File: src/hdl/stereo_volume_pan_mixer_assert.svh
// Assertion macros for the stereo volume and pan mixer.
// Included by the top level; depends on nothing else.
`ifndef STEREO_VOLUME_PAN_MIXER_ASSERT_SVH
`define STEREO_VOLUME_PAN_MIXER_ASSERT_SVH

// Same-cycle implication, disabled while reset is high.
`define SVPM_ASSERT_IMPLIES(label, clk, rst, ante, cons) \
  label: assert property (@(posedge clk) disable iff (rst) (ante) |-> (cons)) \
    else $error("stereo_volume_pan_mixer: assertion violated");

// Next-cycle implication, disabled while reset is high.
`define SVPM_ASSERT_NEXT(label, clk, rst, ante, cons) \
  label: assert property (@(posedge clk) disable iff (rst) (ante) |=> (cons)) \
    else $error("stereo_volume_pan_mixer: assertion violated");

`endif

File: src/hdl/svpm_pkg.sv
// Shared types, constants and the volume table generator of the mixer.
// Used by svpm_ctrl, svpm_datapath and stereo_volume_pan_mixer; no dependencies.
`timescale 1ns / 1ps
`default_nettype none

package svpm_pkg;

  localparam int SAMPLE_W    = 16;
  localparam int VOLIDX_W    = 5;
  localparam int VOL_W       = 15;
  localparam int SIDE_W      = 2;
  localparam int NUM_VOL     = 32;
  localparam int MAG_W       = 30;
  localparam int RCP_W       = 32;
  localparam int SUM_W       = 32;
  localparam int PROD_W      = SUM_W + VOL_W;
  localparam int QUO_W       = 24;
  localparam int BAL_W       = 4;
  localparam int CFG_INDEX_W = 2;
  localparam int CFG_DATA_W  = 5;
  localparam int ITEM_W      = SAMPLE_W + VOLIDX_W;
  localparam int IN_TDATA_W  = 24;
  localparam int IN_TUSER_W  = SIDE_W + 1;
  localparam int OUT_TDATA_W = 2 * SAMPLE_W;

  // Register indexes of the configuration port.
  localparam logic [CFG_INDEX_W-1:0] REG_MASTER_VOLUME = 2'd0;
  localparam logic [CFG_INDEX_W-1:0] REG_BALANCE       = 2'd1;
  localparam logic [CFG_INDEX_W-1:0] REG_MUTE_ALL      = 2'd2;

  localparam logic [VOLIDX_W-1:0] MASTER_VOLUME_RESET = 5'd29;

  // Side codes; the unused code routes to both sides.
  localparam logic [SIDE_W-1:0] SIDE_LEFT  = 2'd1;
  localparam logic [SIDE_W-1:0] SIDE_RIGHT = 2'd2;

  localparam logic signed [BAL_W-1:0] BAL_MAX = 4'sd6;
  localparam logic signed [BAL_W-1:0] BAL_MIN = -4'sd6;
  localparam logic [2:0] BAL_STEPS = 3'd6;

  // x / 6 for x below 512 as (x * 171) >> 10.
  localparam logic [15:0] DIV6_RECIP = 16'd171;
  localparam int DIV6_SHIFT = 10;

  // One 1.5 dB step is a ratio of 1.188502227.
  localparam longint unsigned VOL_STEP_NUM  = 64'd1000000000;
  localparam longint unsigned VOL_STEP_DEN  = 64'd1188502227;
  localparam longint unsigned VOL_STEP_HALF = 64'd594251113;

  typedef struct packed {
    logic load_item;
    logic load_sum;
    logic side_r;
    logic mul;
    logic div;
    logic mst;
    logic acc;
    logic store;
    logic emit;
  } cmd_t;

  typedef struct packed {
    logic last_item;
    logic out_stall;
  } stat_t;

  typedef logic [NUM_VOL-1:0][VOL_W-1:0] vol_tab_t;

  // Builds the log volume table at elaboration: the top entry is full scale and
  // each step down divides by the step ratio in Q16, rounding to nearest.
  function automatic vol_tab_t vol_table(input int unsigned full_scale);
    vol_tab_t tab;
    longint unsigned acc;
    longint unsigned val;
    tab = '0;
    acc = 64'(full_scale) << 16;
    for (int k = NUM_VOL - 1; k >= 1; k--) begin
      val = (acc + 64'd32768) >> 16;
      tab[k] = VOL_W'(val);
      acc = (acc * VOL_STEP_NUM + VOL_STEP_HALF) / VOL_STEP_DEN;
    end
    return tab;
  endfunction

endpackage

`default_nettype wire

File: src/hdl/svpm_ctrl.sv
// Sequencer of the mixer: walks each item through multiply, divide and
// accumulate, and runs the master scaling of both sides on the last item.
// Depends on svpm_pkg.
`timescale 1ns / 1ps
`default_nettype none

module svpm_ctrl (
  input  wire logic           clk,
  input  wire logic           rst,
  input  wire logic           s_tvalid,
  output logic                s_tready,
  input  wire svpm_pkg::stat_t stat,
  output svpm_pkg::cmd_t      cmd
);

  typedef enum logic [3:0] {
    ST_IDLE,
    ST_MUL,
    ST_DIV,
    ST_ACC,
    ST_MLOAD,
    ST_MMUL,
    ST_MDIV,
    ST_MSTORE,
    ST_EMIT
  } state_t;

  state_t state;
  logic   side_r;
  logic   accept;

  // A new item may enter while the previous one is being accumulated.
  assign s_tready = (state == ST_IDLE) || ((state == ST_ACC) && !stat.last_item);
  assign accept   = s_tvalid && s_tready;

  always_comb begin
    cmd           = '0;
    cmd.load_item = accept;
    cmd.side_r    = side_r;
    unique case (state)
      ST_MUL:    cmd.mul   = 1'b1;
      ST_DIV:    cmd.div   = 1'b1;
      ST_ACC:    cmd.acc   = 1'b1;
      ST_MLOAD:  cmd.load_sum = 1'b1;
      ST_MMUL:   cmd.mul   = 1'b1;
      ST_MDIV: begin
        cmd.div = 1'b1;
        cmd.mst = 1'b1;
      end
      ST_MSTORE: cmd.store = 1'b1;
      ST_EMIT:   cmd.emit  = !stat.out_stall;
      ST_IDLE:   ;
      default:   ;
    endcase
  end

  always_ff @(posedge clk) begin
    if (rst) begin
      state  <= ST_IDLE;
      side_r <= 1'b0;
    end else begin
      unique case (state)
        ST_IDLE: begin
          if (accept) state <= ST_MUL;
        end
        ST_MUL:  state <= ST_DIV;
        ST_DIV:  state <= ST_ACC;
        ST_ACC: begin
          if (stat.last_item) begin
            side_r <= 1'b0;
            state  <= ST_MLOAD;
          end else if (accept) begin
            state <= ST_MUL;
          end else begin
            state <= ST_IDLE;
          end
        end
        ST_MLOAD: state <= ST_MMUL;
        ST_MMUL:  state <= ST_MDIV;
        ST_MDIV:  state <= ST_MSTORE;
        ST_MSTORE: begin
          if (!side_r) begin
            side_r <= 1'b1;
            state  <= ST_MLOAD;
          end else begin
            state <= ST_EMIT;
          end
        end
        ST_EMIT: begin
          if (!stat.out_stall) state <= ST_IDLE;
        end
        default: state <= ST_IDLE;
      endcase
    end
  end

endmodule

`default_nettype wire

File: src/hdl/svpm_datapath.sv
// Datapath of the mixer: operand registers, the scaling multiplier, the shared
// reciprocal divider, the left and right sums and the output register.
// Depends on svpm_pkg; driven by svpm_ctrl.
`timescale 1ns / 1ps
`default_nettype none

module svpm_datapath #(
  parameter int unsigned FULL_SCALE = 32767
) (
  input  wire logic                              clk,
  input  wire logic                              rst,
  input  wire svpm_pkg::cmd_t                    cmd,
  output svpm_pkg::stat_t                        stat,
  input  wire logic [svpm_pkg::ITEM_W-1:0]       item_data,
  input  wire logic [svpm_pkg::IN_TUSER_W-1:0]   item_user,
  input  wire logic                              item_last,
  input  wire logic [svpm_pkg::VOLIDX_W-1:0]     master_volume,
  input  wire logic signed [svpm_pkg::BAL_W-1:0] balance,
  input  wire logic                              mute_all,
  output logic                                   m_tvalid,
  input  wire logic                              m_tready,
  output logic [svpm_pkg::OUT_TDATA_W-1:0]       m_tdata
);

  localparam int P_W = svpm_pkg::PROD_W;
  localparam int Q_W = svpm_pkg::QUO_W;
  localparam int R_W = svpm_pkg::RCP_W;
  localparam int M_W = svpm_pkg::MAG_W;
  localparam int S_W = svpm_pkg::SUM_W;
  localparam int D_W = svpm_pkg::SAMPLE_W;
  localparam int X_W = M_W + R_W;

  localparam svpm_pkg::vol_tab_t VOL_TAB = svpm_pkg::vol_table(FULL_SCALE);

  // Exact division of a value below 2^MAG_W by a constant: multiply by the
  // rounded-up reciprocal and shift by MAG_W plus the divisor's bit length.
  localparam int unsigned DIV_SRC = (FULL_SCALE * 3) / 2;
  localparam int unsigned SH_SRC  = M_W + $clog2(DIV_SRC);
  localparam int unsigned SH_MST  = M_W + $clog2(FULL_SCALE);
  localparam logic [63:0] RCP_SRC_FULL =
    ((64'd1 << SH_SRC) + 64'(DIV_SRC) - 64'd1) / 64'(DIV_SRC);
  localparam logic [63:0] RCP_MST_FULL =
    ((64'd1 << SH_MST) + 64'(FULL_SCALE) - 64'd1) / 64'(FULL_SCALE);
  localparam logic [R_W-1:0] RCP_SRC = RCP_SRC_FULL[R_W-1:0];
  localparam logic [R_W-1:0] RCP_MST = RCP_MST_FULL[R_W-1:0];
  // A master product at or above this limit clamps to full scale.
  localparam logic [P_W-1:0] OVF_LIM = P_W'(64'(FULL_SCALE) * 64'(FULL_SCALE + 1));
  localparam logic [D_W-1:0] FS_VAL  = D_W'(FULL_SCALE);

  logic [S_W-1:0]                     a_mag;
  logic                               a_neg;
  logic [svpm_pkg::VOL_W-1:0]         b_val;
  logic [svpm_pkg::SIDE_W-1:0]        item_side;
  logic                               item_muted;
  logic                               item_is_last;
  logic [P_W-1:0]                     mag;
  logic [Q_W-1:0]                     quo;
  logic                               ovf;
  logic signed [S_W-1:0]              left_sum;
  logic signed [S_W-1:0]              right_sum;
  logic [D_W-1:0]                     res_l;
  logic [D_W-1:0]                     res_r;
  logic [D_W-1:0]                     out_l;
  logic [D_W-1:0]                     out_r;
  logic [svpm_pkg::VOLIDX_W-1:0]      vol_l_idx;
  logic [svpm_pkg::VOLIDX_W-1:0]      vol_r_idx;
  logic [svpm_pkg::VOL_W-1:0]         vol_l_val;
  logic [svpm_pkg::VOL_W-1:0]         vol_r_val;

  logic signed [D_W-1:0]              samp;
  logic signed [S_W-1:0]              samp_ext;
  logic [S_W-1:0]                     abs_samp;
  logic signed [S_W-1:0]              sum_sel;
  logic [S_W-1:0]                     abs_sum;
  logic [R_W-1:0]                     rcp_sel;
  logic [X_W-1:0]                     rcp_prod;
  logic [Q_W-1:0]                     quo_next;
  logic signed [S_W-1:0]              contrib;
  logic [D_W-1:0]                     res_mag;
  logic [D_W-1:0]                     res_val;
  logic signed [svpm_pkg::BAL_W-1:0]  bal_c;
  logic [2:0]                         bal_mag;
  logic [2:0]                         att;
  logic [7:0]                         att_prod;
  logic [15:0]                        att_scaled;
  logic [svpm_pkg::VOLIDX_W-1:0]      att_idx;

  assign samp     = $signed(item_data[D_W-1:0]);
  assign samp_ext = S_W'(samp);
  assign abs_samp = samp[D_W-1] ? S_W'(-samp_ext) : S_W'(samp_ext);

  assign sum_sel  = cmd.side_r ? right_sum : left_sum;
  assign abs_sum  = sum_sel[S_W-1] ? S_W'(-sum_sel) : S_W'(sum_sel);

  assign rcp_sel  = cmd.mst ? RCP_MST : RCP_SRC;
  assign rcp_prod = X_W'(mag[M_W-1:0]) * X_W'(rcp_sel);
  assign quo_next = cmd.mst ? Q_W'(rcp_prod >> SH_MST) : Q_W'(rcp_prod >> SH_SRC);

  assign contrib  = a_neg ? -$signed(S_W'(quo)) : $signed(S_W'(quo));
  assign res_mag  = ovf ? FS_VAL : quo[D_W-1:0];
  assign res_val  = a_neg ? D_W'(-res_mag) : res_mag;

  // Master index per side from the balance setting.
  assign bal_c      = (balance < svpm_pkg::BAL_MIN) ? svpm_pkg::BAL_MIN :
                      (balance > svpm_pkg::BAL_MAX) ? svpm_pkg::BAL_MAX : balance;
  assign bal_mag    = bal_c[svpm_pkg::BAL_W-1] ? 3'(-bal_c) : 3'(bal_c);
  assign att        = 3'(svpm_pkg::BAL_STEPS - bal_mag);
  assign att_prod   = 8'(att) * 8'(master_volume);
  assign att_scaled = 16'(att_prod) * svpm_pkg::DIV6_RECIP;
  assign att_idx    = svpm_pkg::VOLIDX_W'(att_scaled >> svpm_pkg::DIV6_SHIFT);

  always_ff @(posedge clk) begin
    vol_l_idx <= bal_c[svpm_pkg::BAL_W-1] ? master_volume : att_idx;
    vol_r_idx <= bal_c[svpm_pkg::BAL_W-1] ? att_idx : master_volume;
    vol_l_val <= VOL_TAB[vol_l_idx];
    vol_r_val <= VOL_TAB[vol_r_idx];
  end

  // Operand, product and quotient registers.
  always_ff @(posedge clk) begin
    if (cmd.load_item) begin
      a_mag        <= abs_samp;
      a_neg        <= samp[D_W-1];
      b_val        <= VOL_TAB[item_data[svpm_pkg::ITEM_W-1:D_W]];
      item_side    <= item_user[svpm_pkg::SIDE_W-1:0];
      item_muted   <= item_user[svpm_pkg::SIDE_W];
      item_is_last <= item_last;
    end else if (cmd.load_sum) begin
      a_mag <= abs_sum;
      a_neg <= sum_sel[S_W-1];
      b_val <= cmd.side_r ? vol_r_val : vol_l_val;
    end
    if (cmd.mul) begin
      mag <= P_W'(a_mag) * P_W'(b_val);
    end
    if (cmd.div) begin
      quo <= quo_next;
      ovf <= (mag >= OVF_LIM);
    end
    if (cmd.store) begin
      if (cmd.side_r) begin
        res_r <= res_val;
      end else begin
        res_l <= res_val;
      end
    end
  end

  // Sums wrap as two's complement and clear once the pair has been issued.
  always_ff @(posedge clk) begin
    if (rst) begin
      left_sum  <= '0;
      right_sum <= '0;
    end else if (cmd.emit) begin
      left_sum  <= '0;
      right_sum <= '0;
    end else if (cmd.acc && !item_muted) begin
      if (item_side != svpm_pkg::SIDE_LEFT)  right_sum <= right_sum + contrib;
      if (item_side != svpm_pkg::SIDE_RIGHT) left_sum  <= left_sum + contrib;
    end
  end

  always_ff @(posedge clk) begin
    if (rst) begin
      m_tvalid <= 1'b0;
    end else if (cmd.emit) begin
      m_tvalid <= 1'b1;
    end else if (m_tready) begin
      m_tvalid <= 1'b0;
    end
  end

  always_ff @(posedge clk) begin
    if (cmd.emit) begin
      out_l <= mute_all ? '0 : res_l;
      out_r <= mute_all ? '0 : res_r;
    end
  end

  assign m_tdata = {out_r, out_l};
  assign stat    = '{last_item: item_is_last, out_stall: m_tvalid && !m_tready};

endmodule

`default_nettype wire

File: src/hdl/stereo_volume_pan_mixer.sv
// Top level of the stereo volume and pan mixer: configuration registers,
// sequencer and datapath. Depends on svpm_pkg, svpm_ctrl, svpm_datapath and
// the assertion macros in stereo_volume_pan_mixer_assert.svh.
//
// Usage. Each input transaction on the s_ group carries one source sample with
// its log volume (tdata), its side and mute flag (tuser) and tlast on the final
// source of an output frame. Each contribution is the sample times the volume
// table entry, divided by one and a half full scale and truncated towards zero.
// On the transaction with tlast the block scales both sums by the master volume,
// split by the balance setting, clamps to plus or minus full scale and offers
// one stereo pair on the m_ group.
// An item passes through the multiply, reciprocal divide and accumulate steps,
// which share one operand path; the next item is taken in the accumulate step
// unless the current one has tlast. An item with tlast holds the input while
// both sides pass through the master load, multiply, divide and store steps and
// the pair is emitted; the emit step waits while the output register is full.
// The output register holds a pair while the receiver stalls, and input keeps
// being accepted meanwhile; only the next pair waits for the register to free.
// Synchronous reset clears the sums and the output valid, and sets master
// volume 29, balance 0 and global mute off. There is no clearing pass.
`timescale 1ns / 1ps
`default_nettype none
`include "stereo_volume_pan_mixer_assert.svh"

module stereo_volume_pan_mixer #(
  parameter int unsigned FULL_SCALE = 32767
) (
  input  wire logic                               clk,
  input  wire logic                               rst,
  // tdata: sample [15:0], source_volume [20:16], zero fill [23:21]
  input  wire logic [svpm_pkg::IN_TDATA_W-1:0]    s_tdata,
  // tuser: source_side [1:0], source_muted [2]
  input  wire logic [svpm_pkg::IN_TUSER_W-1:0]    s_tuser,
  input  wire logic                               s_tlast,
  input  wire logic                               s_tvalid,
  output logic                                    s_tready,
  // tdata: left [15:0], right [31:16]
  output logic [svpm_pkg::OUT_TDATA_W-1:0]        m_tdata,
  output logic                                    m_tvalid,
  input  wire logic                               m_tready,
  input  wire logic                               cfg_wen,
  input  wire logic [svpm_pkg::CFG_INDEX_W-1:0]   cfg_index,
  input  wire logic [svpm_pkg::CFG_DATA_W-1:0]    cfg_data
);

  localparam logic signed [svpm_pkg::SAMPLE_W:0] FS_POS = (svpm_pkg::SAMPLE_W + 1)'(FULL_SCALE);
  localparam logic signed [svpm_pkg::SAMPLE_W:0] FS_NEG = -FS_POS;

  logic [svpm_pkg::VOLIDX_W-1:0]      master_volume;
  logic signed [svpm_pkg::BAL_W-1:0]  balance;
  logic                               mute_all;
  svpm_pkg::cmd_t                     cmd;
  svpm_pkg::stat_t                    stat;
  logic                               out_in_range;

  // Configuration registers; an index beyond the list is ignored.
  always_ff @(posedge clk) begin
    if (rst) begin
      master_volume <= svpm_pkg::MASTER_VOLUME_RESET;
      balance       <= '0;
      mute_all      <= 1'b0;
    end else if (cfg_wen) begin
      unique case (cfg_index)
        svpm_pkg::REG_MASTER_VOLUME: master_volume <= cfg_data;
        svpm_pkg::REG_BALANCE:       balance       <= $signed(cfg_data[svpm_pkg::BAL_W-1:0]);
        svpm_pkg::REG_MUTE_ALL:      mute_all      <= cfg_data[0];
        default: ;
      endcase
    end
  end

  svpm_ctrl u_ctrl (
    .clk      (clk),
    .rst      (rst),
    .s_tvalid (s_tvalid),
    .s_tready (s_tready),
    .stat     (stat),
    .cmd      (cmd)
  );

  svpm_datapath #(
    .FULL_SCALE (FULL_SCALE)
  ) u_datapath (
    .clk           (clk),
    .rst           (rst),
    .cmd           (cmd),
    .stat          (stat),
    .item_data     (s_tdata[svpm_pkg::ITEM_W-1:0]),
    .item_user     (s_tuser),
    .item_last     (s_tlast),
    .master_volume (master_volume),
    .balance       (balance),
    .mute_all      (mute_all),
    .m_tvalid      (m_tvalid),
    .m_tready      (m_tready),
    .m_tdata       (m_tdata)
  );

  // Both halves of the offered pair lie within plus or minus full scale.
  assign out_in_range = ($signed(m_tdata[15:0]) <= FS_POS) &&
                        ($signed(m_tdata[15:0]) >= FS_NEG) &&
                        ($signed(m_tdata[31:16]) <= FS_POS) &&
                        ($signed(m_tdata[31:16]) >= FS_NEG);

  // The block takes no item right after a transaction, as it is busy with the one taken.
  `SVPM_ASSERT_NEXT(a_busy_after_accept, clk, rst, s_tvalid && s_tready, !s_tready)
  // A pair is only offered after the sequencer issued it.
  `SVPM_ASSERT_IMPLIES(a_valid_from_emit, clk, rst, $rose(m_tvalid), $past(cmd.emit))
  // A new pair never overwrites one the receiver has not taken.
  `SVPM_ASSERT_IMPLIES(a_no_overwrite, clk, rst, cmd.emit, !(m_tvalid && !m_tready))
  // Global mute gives a silent pair.
  `SVPM_ASSERT_NEXT(a_mute_zero, clk, rst, cmd.emit && mute_all, m_tdata == '0)
  // Both outputs stay within plus or minus full scale.
  `SVPM_ASSERT_IMPLIES(a_clamped, clk, rst, m_tvalid, out_in_range)

endmodule

`default_nettype wire

File: config.mk
export PLATFORM = sky130hd
export DESIGN_NAME = stereo_volume_pan_mixer
export DESIGN_NICKNAME = d
export VERILOG_FILES = /design/src/hdl/svpm_pkg.sv /design/src/hdl/svpm_ctrl.sv /design/src/hdl/svpm_datapath.sv /design/src/hdl/stereo_volume_pan_mixer.sv
export VERILOG_INCLUDE_DIRS = /design/src /design/src/hdl
export SDC_FILE = /design/constraint.sdc
export NUM_CORES = 2
export LEC_CHECK = 0
export ABC_AREA = 0
export BUFFER_PORTS_ARGS = -buffer_cell sky130_fd_sc_hd__buf_2
export CORE_UTILIZATION = 60
export DETAILED_ROUTE_END_ITERATION = 16
export GPL_ROUTABILITY_DRIVEN = 0
export HOLD_SLACK_MARGIN = 0.03
export PLACE_DENSITY_LB_ADDON = 0.1
export SLEW_MARGIN = 10
export SYNTH_ARGS = -nofsm -noshare
export SYNTH_HDL_FRONTEND = slang
export SYNTH_SLANG_ARGS = --single-unit
File: constraint.sdc
create_clock -name clk -period 8.7 [get_ports clk]
set_input_delay 0.435 -clock clk [delete_from_list [all_inputs] [get_ports clk]]
set_output_delay 0.435 -clock clk [all_outputs]
set_load 0.02 [all_outputs]
---- After elaboration in Yosys (flattened, before gate mapping) ----
Memories as Yosys holds them, arrays and structs flattened. A register that Yosys moved wholly into a read port is not among the register bits.
Index checks and enable logic that the tools add are counted.
operators by class
  $add $sub $neg .......................... 8
  multipliers ............................. 4
  order comparisons ....................... 4
  eq/ne operators ......................... 15
  muxes and demuxes ....................... 38
  bitwise operators ....................... 1
  reductions and logical operators ........ 26
operators with widths
  operator                                                                       number
  32-bit two-way mux                                                             6
  32-bit adder                                                                   2
  30-bit by 31-bit multiplier with 61-bit output                                 1
  15-bit two-way mux                                                             4
  16-bit two-way mux                                                             3
  47-bit by 30-bit >= comparator with 1-bit output (second input constant)       1
  32-bit by 15-bit multiplier with 47-bit output                                 1
  4-bit one-hot mux with 9 select lines                                          1
  16-bit negation with 32-bit output                                             1
  24-bit negation with 32-bit output                                             1
  32-bit negation                                                                1
  29-bit two-way mux                                                             1
  4-bit two-way mux                                                              6
  2-bit AND reduction                                                            9
  4-bit by 3-bit == test with 1-bit output (second input constant)               4
  16-bit negation                                                                1
  8-bit by 8-bit multiplier with 15-bit output (second input constant)           1
  1-bit two-way mux                                                              13
  5-bit two-way mux                                                              2
  4-bit by 2-bit == test with 1-bit output (second input constant)               2
  3-bit by 5-bit multiplier with 8-bit output                                    1
  5-bit by 6-bit less-than comparator with 1-bit output (second input constant)  1
  2-bit by 1-bit != test with 1-bit output (second input constant)               3
  2-bit nonzero test                                                             3
  18 further kinds                                                               27
storage, ports and cells
  bits in registers ....................... 278
  memory bits (read-only) ................. 1440
  input port bits ......................... 40
  output and inout port bits .............. 34
  word-level logic and storage cells ...... 123
  memories kept ........................... 3
memories
  memory           words  bits a word  read ports  clocked after Yosys merged registers in  wr ports  RTL line              RTL
  (no name shown)  32     15           1           1                                        0         svpm_datapath.sv:115  vol_l_val <= VOL_TAB[vol_l_idx];
  (no name shown)  32     15           1           0                                        0         svpm_datapath.sv:124  b_val <= VOL_TAB[item_data[svpm_pkg::ITEM_W-1:D_W]];
  (no name shown)  32     15           1           1                                        0         svpm_datapath.sv:116  vol_r_val <= VOL_TAB[vol_r_idx];

---- Logic depth before layout (Yosys ltp) ----
  word-level depth ........................ 9
  gate-level depth with buffers ........... 34
  mapped depth without buffers ............ 34

---- Modules after synthesis ----
From an unflattened synthesis, not the netlist that was laid out.
second synthesis, totals
  cell total of the unflattened synthesis .. 5367
  area total of the unflattened synthesis .. 50080.5 sq um
by module, submodules not included
  module                   instances  cells each  area each (sq um)  sequential area each (sq um)
  svpm_datapath            1          5278        49262.2            7507.2
  stereo_volume_pan_mixer  1          43          444.2              200.2
  svpm_ctrl                1          46          374.1              100.1

---- Worst setup path before layout ----
Ideal clock, no wire load.
  path kind ............................... register to register
  start ................................... reg u_ctrl.state[2]
  end ..................................... reg u_datapath.quo[15], data pin
  library setup time ...................... 0.266 ns
  data arrival time ....................... 7.981 ns
  data required time ...................... 8.434 ns
  path slack .............................. 0.454 ns
  stages on the path, launching flop included .. 29
  buffers on the path ..................... 3
  period minus slack after synthesis ...... 8.246 ns
  cell sequence ........................... dfxtp_1 -> clkbuf_1 -> and3_1 -> clkbuf_1 -> clkbuf_1 -> nor2_1 -> ha_1 -> inv_1 -> ha_1 -> or2_2 -> fa_1 -> fa_1 -> inv_1 -> fa_1 -> inv_1 -> fa_1 -> fa_1 -> fa_1 -> fa_1 -> ha_1 -> a21oi_1 -> nor2b_1 -> or4_1 -> o211ai_1 -> a31oi_1 -> a221o_1 -> a21oi_1 -> xnor2_1 -> nor2_1
on the way
  word-level cells in the longest chain between the ends .. 5
ends and longest elaborated chain
  what                                            RTL line              RTL
  start: declaration                              svpm_ctrl.sv:28       state_t state;
  start signal: assignment                        svpm_ctrl.sv:59       state <= ST_IDLE;
  start signal: assignment                        svpm_ctrl.sv:64       if (accept) state <= ST_MUL;
  start signal: assignment                        svpm_ctrl.sv:66       ST_MUL: state <= ST_DIV;
  4-bit by 3-bit == test with 1-bit output (*)    svpm_ctrl.sv:40       unique case (state)
  1-bit two-way mux (*)                           svpm_ctrl.sv:40
  29-bit two-way mux                              svpm_datapath.sv:95   assign rcp_sel = cmd.mst ? RCP_MST : RCP_SRC;
  30-bit by 31-bit multiplier with 61-bit output  svpm_datapath.sv:96   assign rcp_prod = X_W'(mag[M_W-1:0]) * X_W'(rcp_sel);
  16-bit two-way mux (*)                          svpm_datapath.sv:97   assign quo_next = cmd.mst ? Q_W'(rcp_prod >> SH_MST) : Q_W'(rcp_prod >> SH_SRC);
  end signal: assignment                          svpm_datapath.sv:137  quo <= quo_next;
  end: declaration                                svpm_datapath.sv:57   logic [Q_W-1:0] quo;
Mark *: on every way between the ends. The rest lies on a longest branch, timed or not.
A chain may end at the register's enable or synchronous reset.

---- Final worst setup path ----
  start ................................... reg u_ctrl.state[0]
  end ..................................... reg u_datapath.quo[15], data pin
The elaborated chain is that of the path after synthesis.

==> results.yml <==
status:
  status: "finished, final reports clean"
worst_setup_path:
  worstPathArrival_ps: 8610
  cp_top_family: "adder cells"
  startpoint: "u_ctrl.state[0]"
  critPathBufInv: 4
  crit_required_ps: 9000
  path_max_fanout: 32
  r2r_start: "u_ctrl.state[0]"
  crit_type: "reg2reg"
  crit_slowest_cell: "fa_1"
  cp_num_cells: 27
  endpoint_kind: "register"
  worst-r2r-cell-count: 27
  cp_common_cell: "fa_1"
  critical-path-max-stage-delay_ps: 500
  start_kind: "register"
yosys:
  ys_seq_area_frac: 0.157
  ys.flop_type: "edfxtp_1"
  synth_cell_type_count: 83
  yosys_warnings: 0
  syn-cell-area_um2: 49700
  ys_ff_latch: 300
  synth.avg_cell_area_um2: 9.35
  syn-instance-count: 5316
  async_flop_share: 0
  synth_edf_count: 180
layout:
  diodes: 0
  synthToLayoutAreaGrowth_pct: 5.77
  drive_gt1_frac: 0.0524
  utilization: 0.641
  fillCellCount: 6966
  fin_nets: 6753
  seq_area_um2: 7810
  multi_input_area_um2: 37600
  finalInstanceArea_um2: 52600
cts:
  clk_pin_slew_worst_paths_ps: 60
  cts_made_buffers: 35
  root_buffer: "clkbuf_16"
  cts_tree: "built"
  clk_latency_ps: 560
  cts_num_sinks: 300
  clk_path_buf_depth: 3
  htree_levels: 2
  post-cts-setup-buffer-count: 0
floorplan:
  io_pins: 74
  start_util: 0.606
  die_h_um: 290
  die-area_um2: 84000
  coreArea_um2: 82000
  num_rows: 105
  die-width_um: 290
grt:
  globalRouteMet3Util: 0.0451
  antenna_found_initial: 2
  grt_pass1_wl_mm: 202
  globalRouteOverflowTotal: 0
  grtUsageTotal: 0.309
  met1_usage: 0.407
  first_global_vias: 37800
  grt_max_degree: 63
  met2_usage: 0.515
  grt_busiest_layer: "met2"
routing:
  vias: 36700
  via_per_inst: 5.72
  drtIter0Drc: 2227
  wl_per_cell_um: 19.4
  totalWireLength_mm: 125
  drc: 0
  ant_nets: 0
  drt-pass1-iter-count: 6
place:
  io_buffers: 70
  place_area_um2: 51300
  dp_hpwl_mm: 102
sta:
  period_needed_ps: 8310
  hold_viol_final: 0
  fin_setup_tns_ps: 0
  max_freq_mhz: 120
  tightest_slew_ps: 1140
  maxSlewViolCount: 0
  rsz0062_at_grt: "no"
  setup_violations: 0
  timing.final.crit_share: 0.956
  fin_hold_ws_ps: 78.0
  clock_skew_ps: 36.7
  slew_headroom: 0.239
hold_path:
  hp-start: "s_tuser[2]"
  min_path_type: "in2reg"
  min_path_cells: 1
flow_run:
  maxCapViolations: 0
-- flip-flops by register name, summed over array words and instances (netlist names), 2 cells and up --
name and cells:
u_datapath.right_sum 32, u_datapath.mag 47, u_datapath.vol_l_idx 5, u_datapath.res_r 16, u_datapath.out_r 16, u_datapath.item_side 2, u_datapath.left_sum 32, u_datapath.res_l 16
u_datapath.vol_r_idx 5, u_datapath.out_l 16, u_datapath.vol_r_val 15, u_datapath.vol_l_val 15, u_ctrl.state 4, u_datapath.a_mag 32, balance 4, u_datapath.b_val 15
master_volume 5, u_datapath.quo 16
-- cell families after synthesis --
| kind of cell | Yosys count | synth area share |
|---|---|---|
| fa+ha+maj | 1394 | 0.468 |
| simple gates | 1387 | 0.135 |
| buf+inv | 1169 | 0.0887 |
| compound gates | 805 | 0.102 |
| flops | 300 | 0.157 |
| xor+xnor | 178 | 0.0314 |
| mux | 81 | 0.0176 |
| other cells | 2 | 0.000151 |
-- per-layer routing --
metal	wire (um)	share of wire
met1	51400	0.41
met5	13	0.00010
met4	5400	0.043
met3	7450	0.060
met2	60300	0.48
-- placed cells by master (no fill, tap or decap), drive strengths merged, types with 77 or more instances in the layout --
cell    count
and2      246
a21o       77
nor2      203
inv       970
o21ai     193
edfxtp    180
fa        774
nand2     565
dfxtp     120
xnor2     119
a21oi     265
ha        620
buf       146
-- worst register-to-register path, cell delays in order (launching register included) --
cell,delay [ps]
dfxtp_1,480
nand4bb_2,230
buf_12,200
nand2_1,120
ha_1,350
inv_1,110
ha_1,200
or2_2,330
fa_1,440
fa_1,500
inv_1,60
fa_1,500
inv_1,50
fa_1,480
fa_1,450
fa_1,490
fa_1,410
ha_1,370
a21oi_1,200
o21ai_0,130
a32oi_1,310
o2111ai_1,260
a41oi_2,380
a31oi_2,210
a221o_1,420
a21oi_1,200
xnor2_1,130
nor2_1,50
-- synthesized netlist by cell type (all sizes together) (12+ instances only) --
library cell | n | area share
a31oi | 24 | 0.0031
o31ai | 24 | 0.0036
a21o | 77 | 0.012
or3 | 23 | 0.0029
clkbuf | 180 | 0.014
edfxtp | 180 | 0.11
or2 | 14 | 0.0018
inv | 969 | 0.073
o211ai | 25 | 0.0038
xor2 | 59 | 0.010
nand2 | 565 | 0.043
nor4 | 12 | 0.0018
a211oi | 43 | 0.0066
or4 | 13 | 0.0020
o21bai | 28 | 0.0042
o21a | 25 | 0.0038
nor3 | 59 | 0.0059
nor3b | 12 | 0.0018
nand2b | 46 | 0.0058
and3 | 24 | 0.0030
and2 | 246 | 0.031
nand3 | 54 | 0.0054
o21ai | 193 | 0.020
a21oi | 265 | 0.027
dfxtp | 120 | 0.048
fa | 774 | 0.31
mux2i | 58 | 0.012
ha | 620 | 0.16
nor2b | 66 | 0.0083
nor2 | 203 | 0.015
xnor2 | 119 | 0.021
nand4 | 26 | 0.0033
buf | 18 | 0.0018
mux2 | 20 | 0.0045
-- what timing repair did --
action / CTS / global route
gates resized for setup: 0 / 11
hold buffers: 0 / 0
endpoints found under the setup margin: 0 / 14
-- final cells by class --
| cell class | instances | share of cell area |
|---|---|---|
| Clock inverter | 20 | 0.00471 |
| Tap cell | 1070 | 0.0255 |
| Clock buffer | 43 | 0.0180 |
| Inverter | 971 | 0.0693 |
| Sequential cell | 300 | 0.149 |
| Multi-Input combinational cell | 3865 | 0.716 |
| Timing Repair Buffer | 146 | 0.0178 |
-- per-stage QoR --
stage / instances / setup WS, ps
floorplan: 5334 / 454
global placement: 6352 / 384
detailed placement: 6352 / 289
CTS: 6415 / 279
global route: 6415 / 11.6
finish: 6415 / 387
-- worst paths after layout --
kind / to / slack, ps
max: u_datapath.quo[15] / 390
min: u_datapath.item_muted / 80
max reg2reg: u_datapath.quo[15] / 390
min reg2reg: u_datapath.left_sum[23] / 480
Power is left out: the tool's default activity adds up to more than one toggle a clock period on the data nets, which glitch-free logic cannot reach.
